### config.mk
export PLATFORM = sky130hd
export DESIGN_NAME = touch_stream_tracker
export DESIGN_NICKNAME = d
export VERILOG_FILES = /design/src/design/tst_pkg.sv /design/src/design/touch_stream_tracker.sv /design/src/design/tst_dp.sv /design/src/design/tst_ctrl.sv
export SDC_FILE = /design/constraint.sdc
export NUM_CORES = 2
export LEC_CHECK = 0
export BUFFER_PORTS_ARGS = -buffer_cell sky130_fd_sc_hd__buf_2
export CORE_UTILIZATION = 57
export DETAILED_ROUTE_END_ITERATION = 10
export PLACE_DENSITY = 0.76
export SYNTH_ARGS = -nofsm -noshare
export SYNTH_HDL_FRONTEND = slang
export SYNTH_SLANG_ARGS = --single-unit
### constraint.sdc
create_clock -name clk_i -period 5.44 [get_ports clk_i]
set_clock_uncertainty 0.05 [all_clocks]
set_input_delay 0.272 -clock clk_i [delete_from_list [all_inputs] [get_ports clk_i]]
set_output_delay 0.272 -clock clk_i [all_outputs]
set_load 0.1 [all_outputs]
### src/design/tst_pkg.sv
// Shared types and constants of the touch stream tracker.
`timescale 1ns / 1ps
`default_nettype none

package tst_pkg;

  // Opcodes of an incoming request.
  localparam logic OP_SAMPLE = 1'b0;
  localparam logic OP_FLUSH  = 1'b1;

  // Phases of a pointer sample.
  localparam logic [1:0] PH_ADD    = 2'd0;
  localparam logic [1:0] PH_CHANGE = 2'd1;
  localparam logic [1:0] PH_REMOVE = 2'd2;
  localparam logic [1:0] PH_CANCEL = 2'd3;

  // Status codes carried by each result.
  typedef enum logic [2:0] {
    ST_OK            = 3'd0,
    ST_MISSING       = 3'd1,
    ST_NOT_FINITE    = 3'd2,
    ST_DOUBLE_ADD    = 3'd3,
    ST_INVALID_START = 3'd4,
    ST_TABLE_FULL    = 3'd5,
    ST_CLOSED        = 3'd6,
    ST_CANCEL        = 3'd7
  } status_e;

  // Where the pointer and stream fields of a result come from.
  typedef enum logic [2:0] {
    SRC_REQ_ZERO = 3'd0,  // request pointer, stream number zero
    SRC_REQ_NEW  = 3'd1,  // request pointer, freshly issued stream number
    SRC_REQ_HIT  = 3'd2,  // request pointer, stream of the matching entry
    SRC_CANCEL   = 3'd3,  // pointer and stream of the lowest open entry
    SRC_ZERO     = 3'd4   // pointer and stream both zero
  } res_src_e;

  // One input request.
  typedef struct packed {
    logic        opcode;
    logic [31:0] pointer_key;
    logic [1:0]  phase;
    logic        fields_present;
    logic        position_finite;
  } tst_req_t;

  // One result.
  typedef struct packed {
    logic [2:0]  status;
    logic [31:0] out_pointer;
    logic [31:0] stream_number;
    logic        last;
  } tst_res_t;

  // Commands from the controller to the datapath.
  typedef struct packed {
    logic     load;        // capture the request and the key compare
    logic     add_entry;   // open a stream in the lowest free entry
    logic     drop_entry;  // close the matching entry
    logic     cancel_one;  // close the lowest open entry
    logic     emit;        // present a result in the next cycle
    status_e  st;
    res_src_e src;
  } tst_cmd_t;

  // Status from the datapath to the controller.
  typedef struct packed {
    logic is_flush;
    logic present;
    logic finite;
    logic phase_add;
    logic phase_drop;
    logic hit;
    logic free_avail;
    logic open_any;
  } tst_stat_t;

endpackage

`default_nettype wire

### src/design/touch_stream_tracker.sv
// Top level of the touch stream tracker: controller and datapath.
//
//  Channel   Ports                      Transfer
//  request   start, busy, req_i         taken at an edge with start high and busy low
//  result    res_valid_o, res_o         shown one cycle, taken at the edge ending it
//
// A sample first registers the request together with the parallel key compare
// over the table, then decides and updates the table.
// A flush or error then walks the open entries, one cancel result a cycle,
// and ends with the closing result.
// Each result appears in the cycle after the one that decided it.
// Reset empties the table at once; there is no clearing pass.
// The receiver cannot stall; results are never held back.
`timescale 1ns / 1ps
`default_nettype none

module touch_stream_tracker #(
  parameter int TABLE_DEPTH = 16
) (
  input  wire                 clk_i,
  input  wire                 rst_ni,
  input  wire                 start,
  input  wire tst_pkg::tst_req_t req_i,
  output logic                busy,
  output logic                res_valid_o,
  output tst_pkg::tst_res_t      res_o
);

  tst_pkg::tst_cmd_t  cmd;
  tst_pkg::tst_stat_t stat;

  // Sequencing.
  tst_ctrl u_ctrl (
    .clk_i   (clk_i),
    .rst_ni  (rst_ni),
    .start_i (start),
    .stat_i  (stat),
    .cmd_o   (cmd),
    .busy_o  (busy)
  );

  // Table and result path.
  tst_dp #(
    .TABLE_DEPTH (TABLE_DEPTH)
  ) u_dp (
    .clk_i       (clk_i),
    .rst_ni      (rst_ni),
    .req_i       (req_i),
    .cmd_i       (cmd),
    .stat_o      (stat),
    .res_valid_o (res_valid_o),
    .res_o       (res_o)
  );

endmodule

`default_nettype wire

### src/design/tst_dp.sv
// Datapath of the touch stream tracker: request register, stream table and result register.
`timescale 1ns / 1ps
`default_nettype none

module tst_dp #(
  parameter int TABLE_DEPTH = 16
) (
  input  wire                  clk_i,
  input  wire                  rst_ni,
  input  wire tst_pkg::tst_req_t  req_i,
  input  wire tst_pkg::tst_cmd_t  cmd_i,
  output tst_pkg::tst_stat_t      stat_o,
  output logic                 res_valid_o,
  output tst_pkg::tst_res_t       res_o
);

  localparam int IDX_W = (TABLE_DEPTH > 1) ? $clog2(TABLE_DEPTH) : 1;

  tst_pkg::tst_req_t req_q;
  logic [TABLE_DEPTH-1:0] valid_q, valid_d;
  logic [TABLE_DEPTH-1:0] hit_vec_q, hit_vec_d;
  logic [31:0] entry_pointer_q [TABLE_DEPTH];
  logic [31:0] entry_stream_q [TABLE_DEPTH];
  logic [31:0] next_stream_q, next_stream_d;
  logic        res_valid_q;
  tst_pkg::tst_res_t res_q, res_d;

  logic [TABLE_DEPTH-1:0] free_vec, free_oh, hit_oh, open_oh;
  logic [IDX_W-1:0] free_idx, hit_idx, open_idx, rd_idx;
  logic [31:0] rd_pointer, rd_stream;

  // Parallel key compare against the incoming pointer, registered with the request.
  always_comb begin
    for (int i = 0; i < TABLE_DEPTH; i++) begin
      hit_vec_d[i] = valid_q[i] && (entry_pointer_q[i] == req_i.pointer_key);
    end
  end

  // Lowest set bit of each search vector, as one-hot and as an index.
  assign free_vec = ~valid_q;
  assign free_oh  = free_vec & (~free_vec + TABLE_DEPTH'(1));
  assign hit_oh   = hit_vec_q & (~hit_vec_q + TABLE_DEPTH'(1));
  assign open_oh  = valid_q & (~valid_q + TABLE_DEPTH'(1));

  always_comb begin
    free_idx = '0;
    hit_idx  = '0;
    open_idx = '0;
    for (int i = 0; i < TABLE_DEPTH; i++) begin
      if (free_oh[i]) free_idx = free_idx | IDX_W'(i);
      if (hit_oh[i])  hit_idx  = hit_idx  | IDX_W'(i);
      if (open_oh[i]) open_idx = open_idx | IDX_W'(i);
    end
  end

  // One shared read port into the table.
  assign rd_idx     = (cmd_i.src == tst_pkg::SRC_CANCEL) ? open_idx : hit_idx;
  assign rd_pointer = entry_pointer_q[rd_idx];
  assign rd_stream  = entry_stream_q[rd_idx];

  // Status towards the controller.
  always_comb begin
    stat_o.is_flush   = (req_q.opcode == tst_pkg::OP_FLUSH);
    stat_o.present    = req_q.fields_present;
    stat_o.finite     = req_q.position_finite;
    stat_o.phase_add  = (req_q.phase == tst_pkg::PH_ADD);
    stat_o.phase_drop = (req_q.phase == tst_pkg::PH_REMOVE) ||
                        (req_q.phase == tst_pkg::PH_CANCEL);
    stat_o.hit        = |hit_vec_q;
    stat_o.free_avail = |free_vec;
    stat_o.open_any   = |valid_q;
  end

  // Valid bits and the stream counter, which wraps past zero to one.
  always_comb begin
    valid_d       = valid_q;
    next_stream_d = next_stream_q;
    if (cmd_i.add_entry) begin
      valid_d       = valid_q | free_oh;
      next_stream_d = next_stream_q + 32'd1;
      if (next_stream_d == 32'd0) next_stream_d = 32'd1;
    end
    if (cmd_i.drop_entry) valid_d = valid_q & ~hit_oh;
    if (cmd_i.cancel_one) valid_d = valid_q & ~open_oh;
  end

  // Result fields selected by the controller.
  always_comb begin
    res_d.status = cmd_i.st;
    res_d.last   = (cmd_i.src != tst_pkg::SRC_CANCEL);
    case (cmd_i.src)
      tst_pkg::SRC_REQ_ZERO: begin
        res_d.out_pointer   = req_q.pointer_key;
        res_d.stream_number = 32'd0;
      end
      tst_pkg::SRC_REQ_NEW: begin
        res_d.out_pointer   = req_q.pointer_key;
        res_d.stream_number = next_stream_q;
      end
      tst_pkg::SRC_REQ_HIT: begin
        res_d.out_pointer   = req_q.pointer_key;
        res_d.stream_number = rd_stream;
      end
      tst_pkg::SRC_CANCEL: begin
        res_d.out_pointer   = rd_pointer;
        res_d.stream_number = rd_stream;
      end
      default: begin
        res_d.out_pointer   = 32'd0;
        res_d.stream_number = 32'd0;
      end
    endcase
  end

  // Control registers.
  always_ff @(posedge clk_i or negedge rst_ni) begin
    if (!rst_ni) begin
      valid_q       <= '0;
      next_stream_q <= 32'd1;
      res_valid_q   <= 1'b0;
    end else begin
      valid_q       <= valid_d;
      next_stream_q <= next_stream_d;
      res_valid_q   <= cmd_i.emit;
    end
  end

  // Payload registers and the table contents.
  always_ff @(posedge clk_i) begin
    if (cmd_i.load) begin
      req_q     <= req_i;
      hit_vec_q <= hit_vec_d;
    end
    if (cmd_i.add_entry) begin
      entry_pointer_q[free_idx] <= req_q.pointer_key;
      entry_stream_q[free_idx]  <= next_stream_q;
    end
    if (cmd_i.emit) res_q <= res_d;
  end

  assign res_valid_o = res_valid_q;
  assign res_o       = res_q;

  // The stream counter never issues zero.
  a_stream_nonzero: assert property (@(posedge clk_i) disable iff (!rst_ni)
    next_stream_q != 32'd0)
    else $error("stream counter holds zero");

endmodule

`default_nettype wire

### src/design/tst_ctrl.sv
// Controller of the touch stream tracker: sequences evaluation and the cancel walk.
`timescale 1ns / 1ps
`default_nettype none

module tst_ctrl (
  input  wire                  clk_i,
  input  wire                  rst_ni,
  input  wire                  start_i,
  input  wire tst_pkg::tst_stat_t stat_i,
  output tst_pkg::tst_cmd_t       cmd_o,
  output logic                 busy_o
);

  typedef enum logic [2:0] {
    S_IDLE = 3'b001,
    S_EVAL = 3'b010,
    S_WALK = 3'b100
  } state_e;

  state_e state_q, state_d;
  logic   closed_q, closed_d;
  logic   fin_flush_q, fin_flush_d;
  tst_pkg::status_e fin_st_q, fin_st_d;

  // Next state and commands.
  always_comb begin
    state_d     = state_q;
    closed_d    = closed_q;
    fin_flush_d = fin_flush_q;
    fin_st_d    = fin_st_q;
    cmd_o       = '0;
    cmd_o.st    = tst_pkg::ST_OK;
    cmd_o.src   = tst_pkg::SRC_REQ_ZERO;
    case (state_q)
      S_IDLE: begin
        if (start_i) begin
          cmd_o.load = 1'b1;
          state_d    = S_EVAL;
        end
      end
      S_EVAL: begin
        state_d = S_IDLE;
        if (closed_q) begin
          cmd_o.emit = 1'b1;
          cmd_o.st   = tst_pkg::ST_CLOSED;
        end else if (stat_i.is_flush) begin
          fin_st_d    = tst_pkg::ST_OK;
          fin_flush_d = 1'b1;
          state_d     = S_WALK;
        end else if (!stat_i.present || !stat_i.finite ||
                     (stat_i.hit && stat_i.phase_add) ||
                     (!stat_i.hit && !stat_i.phase_add)) begin
          // Error: cancel all open streams, then report and close.
          fin_flush_d = 1'b0;
          closed_d    = 1'b1;
          state_d     = S_WALK;
          if (!stat_i.present)     fin_st_d = tst_pkg::ST_MISSING;
          else if (!stat_i.finite) fin_st_d = tst_pkg::ST_NOT_FINITE;
          else if (stat_i.hit)     fin_st_d = tst_pkg::ST_DOUBLE_ADD;
          else                     fin_st_d = tst_pkg::ST_INVALID_START;
        end else if (stat_i.phase_add) begin
          cmd_o.emit = 1'b1;
          if (stat_i.free_avail) begin
            cmd_o.add_entry = 1'b1;
            cmd_o.src       = tst_pkg::SRC_REQ_NEW;
          end else begin
            cmd_o.st = tst_pkg::ST_TABLE_FULL;
          end
        end else begin
          cmd_o.emit       = 1'b1;
          cmd_o.src        = tst_pkg::SRC_REQ_HIT;
          cmd_o.drop_entry = stat_i.phase_drop;
        end
      end
      S_WALK: begin
        cmd_o.emit = 1'b1;
        if (stat_i.open_any) begin
          cmd_o.cancel_one = 1'b1;
          cmd_o.st         = tst_pkg::ST_CANCEL;
          cmd_o.src        = tst_pkg::SRC_CANCEL;
        end else begin
          cmd_o.st  = fin_st_q;
          cmd_o.src = fin_flush_q ? tst_pkg::SRC_ZERO : tst_pkg::SRC_REQ_ZERO;
          state_d   = S_IDLE;
        end
      end
      default: begin
        state_d = S_IDLE;
      end
    endcase
  end

  // State registers.
  always_ff @(posedge clk_i or negedge rst_ni) begin
    if (!rst_ni) begin
      state_q     <= S_IDLE;
      closed_q    <= 1'b0;
      fin_flush_q <= 1'b0;
      fin_st_q    <= tst_pkg::ST_OK;
    end else begin
      state_q     <= state_d;
      closed_q    <= closed_d;
      fin_flush_q <= fin_flush_d;
      fin_st_q    <= fin_st_d;
    end
  end

  assign busy_o = (state_q != S_IDLE);

  // Once closed, the block stays closed until reset.
  a_closed_sticky: assert property (@(posedge clk_i) disable iff (!rst_ni)
    !$fell(closed_q))
    else $error("closed flag cleared without reset");

  // A stream is only opened where a free entry exists.
  a_add_has_room: assert property (@(posedge clk_i) disable iff (!rst_ni)
    cmd_o.add_entry |-> stat_i.free_avail)
    else $error("add issued with the table full");

  // Only a matching entry is ever closed by a sample.
  a_drop_has_hit: assert property (@(posedge clk_i) disable iff (!rst_ni)
    cmd_o.drop_entry |-> stat_i.hit)
    else $error("drop issued without a matching entry");

  // A request is taken only while idle.
  a_load_idle: assert property (@(posedge clk_i) disable iff (!rst_ni)
    cmd_o.load |-> !busy_o)
    else $error("request loaded while busy");

endmodule

`default_nettype wire

==> out/metrics.yaml <==
clock_tree:
  clk_latency_ns: 0.75
  cts_setup_buffers: 0
  cts_buffers: 119
  cts_max_level: 3
  cts.path.max_buffers: 3
  root_buffer: "clkbuf_16"
  cts_resized: 0
  clk_pin_slew_ns: 0.06
  cts.sinks: 1202
  cts_tree: "done"
worst_setup_path:
  crit_type: "flip-flop to flip-flop"
  required_ns: 5.96
  regToRegSetupSlack_ns: 0.57
  rr_worst_depth: 10
  timing.rr.end: "u_dp.res_o[25]"
  crit_path_cell_trace: "nor4_4 -> nand4_2 -> and2_1 -> inv_4 -> o211ai_1 -> nand2_4 -> nand3_2 -> o22ai_1 -> a221oi_2 -> nand4b_1"
  crit_buf_inv: 1
  cpMaxStageDelayCell: "nand3_2"
  arrival_ns: 5.39
  cp-end-kind: "flip-flop"
  start_kind: "flip-flop"
  cp_max_fo: 38
  crit_family: "simple AND/OR/NAND/NOR gates"
  timing.critical_path.slowest_cell_delay_ns: 0.94
  reg2reg_from: "u_dp.valid_q[0]"
sta:
  post-route-min-period_ns: 4.87
  finalCritPeriodShare_pct: 89.5
  setup-tns-final_ns: 0
  setup-violations-final: 0
  tightest_slew_ns: 1.40
  rsz0062_at_grt: "false"
  drv_slew: 0
  fmax_ghz: 0.205
  relSlewSlack_pct: 5.57
  holdWs_ns: 0.0248
  layout_setup_ws_ns: 0.573
  hold_viol_final: 0
yosys:
  yosys.cell_types.count: 70
  syn_inst: 4255
  synth_edf_count: 1145
  synth_top_area_share_pct: 64.3
  syn_area_per_cell_um2: 12.6
  yosys.area.top_type: "edfxtp_1"
  yosysSeqAreaShare_pct: 67.0
  ys_async_sr_fraction_pct: 4.74
  yosysWarnings: 0
  synth_most_common_cell: "edfxtp_1"
  syn-cell-area_um2: 53500
  synth_ff_type: "edfxtp_1"
  synthTopCellsByCount: "edfxtp_1 (1145), nand2_1 (909), xnor2_1 (439), nand3_1 (424), nand4_1 (168)"
  yosys-top-cells-area: "edfxtp_1 (64%), xnor2_1 (7.2%), nand2_1 (6.4%)"
  synthesis.nets: 4296
  synth_seq_cells: 1202
worst_hold_path:
  holdPathStages: 1
  holdPathEnd: "u_dp.req_q[26]"
  hp-class: "primary input to flip-flop"
  holdCritStartpoint: "req_i[26]"
power_and_ir_drop:
  power.total_uw: 21600
  power_density_nw_per_um2: 361
  power.leakage_uw: 0.0194
  peakVddDrop_mv: 0.345
global_route:
  grt_pass1_vias: 34900
  grt_max_degree: 108
  gr-total-overflow: 0
  antenna_found_initial: 15
  grt_pass1_wl_mm: 258
  track_usage_pct: 38.8
route:
  drc_errors: 0
  drt-total-wl_mm: 185
  detail_route.first_pass.iterations: 6
  wire_per_inst_um: 32.6
  vias: 37900
  drt_iter0_markers: 7209
  ant_nets: 0
  viasPerCell: 6.68
final_layout:
  final_nets: 4366
  syn_to_final_growth_pct: 11.6
  multi_input_area_um2: 16500
  fin_cells: 5677
  seqCellArea_um2: 35800
  n_fill_cell: 6754
  drive_gt1_share_pct: 10.0
placed_design:
  finalWeightedCongestion: 1.10
  post-place-cells: 5429
  hpwl_mm: 119
  port_buffers: 109
  dp_worst_setup_slack_ns: 0.615
floorplan:
  start_util_pct: 57.9
  io-pin-count: 110
  chipHeight_um: 308
  num_rows: 111
  die_area_um2: 95100
  die_x_um: 308
  core_um2: 92400
run:
  max_cap_viol_count: 0
status:
  outcome: "complete, no violations"
[cells in the final DEF (no fill, tap or decap), drive strengths merged, types with 55 or more instances in the layout]
cell type,n
clkinv,60
nand2,909
nand3,426
xnor2,439
clkbuf,149
dfrtp,55
mux2i,107
nand4,169
a21oi,106
xor2,106
nor4,69
buf,206
edfxtp,1145
nor2,81
[sequential cells by signal (all words and copies together) (netlist names), 3 cells and up]
register / cells
u_dp.entry_pointer_q: 512
u_dp.entry_stream_q: 512
u_dp.res_o: 68
u_dp.req_q: 34
u_dp.next_stream_q: 32
u_dp.hit_vec_q: 16
u_dp.valid_q: 16
u_ctrl.fin_st_q: 3
u_ctrl.state_q: 3
u_dp.stat_o: 3
[routing by layer]
| layer | part of all wire, % | routed length (µm) | global-route usage, % |
|---|---|---|---|
| met1 | 38 | 69900 | 55.4 |
| met2 | 42 | 78100 | 54.7 |
| met3 | 15 | 28600 | 12.7 |
| met4 | 4.6 | 8510 | 16.0 |
| met5 | 0.053 | 98 | 0 |
[what timing repair did]
action	in CTS	in global routing
endpoints found under the setup margin	0	0
hold endpoints to repair	73	0
hold buffers	18	0
[cell families after synthesis]
group / synth area share [%]
AOI/OAI and AO/OA: 4.73
DFF: 67.0
xor gates and xnor gates: 8.93
muxes: 2.00
and+or+nand+nor: 14.7
adders and majority gates: 0.0234
buffers and inverters: 2.60
[stage by stage]
stage          cell area (µm²)  util [%]
3_3_place_gp             55600      60.2
5_1_grt                  59700      64.6
2_1_floorplan            53500         -
3_5_place_dp             55600      60.2
6_report                 59700      64.6
4_1_cts                  59700      64.6
[worst max path at each step]
stage,start,endpoint,slack (ns),cells past startpoint
after floorplan,u_dp.hit_vec_q[1],u_dp.entry_pointer_q[15][0],-0.25,9
after global placement,u_dp.valid_q[0],u_dp.res_o[24],0.87,10
after detailed placement,u_dp.valid_q[0],u_dp.res_o[14],0.62,10
after CTS,u_dp.valid_q[0],u_dp.res_o[25],0.50,10
after global routing,u_dp.valid_q[0],u_dp.res_o[25],0.42,10
final,u_dp.valid_q[0],u_dp.res_o[25],0.57,10
[power breakdown]
| group | switching [µW] | leakage [µW] | internal, µW |
|---|---|---|---|
| Combinational | 1990 | 0.00729 | 685 |
| Clock | 3630 | 0.00193 | 4730 |
| Sequential | 217 | 0.0102 | 10300 |
| Total | 5840 | 0.0194 | 15700 |
[layout make-up]
cell class                 instances  share of cell area (%)
inverter                          22                   0.143
clock inverter                    78                    1.31
multi-input combinational       2756                    27.7
timing repair buffer             224                    3.00
clock buffer                     149                    5.28
tap                             1243                    2.61
sequential                      1202                    60.0
antenna                            3                  0.0126
Note: power is estimated with default switching activity, not from simulation.
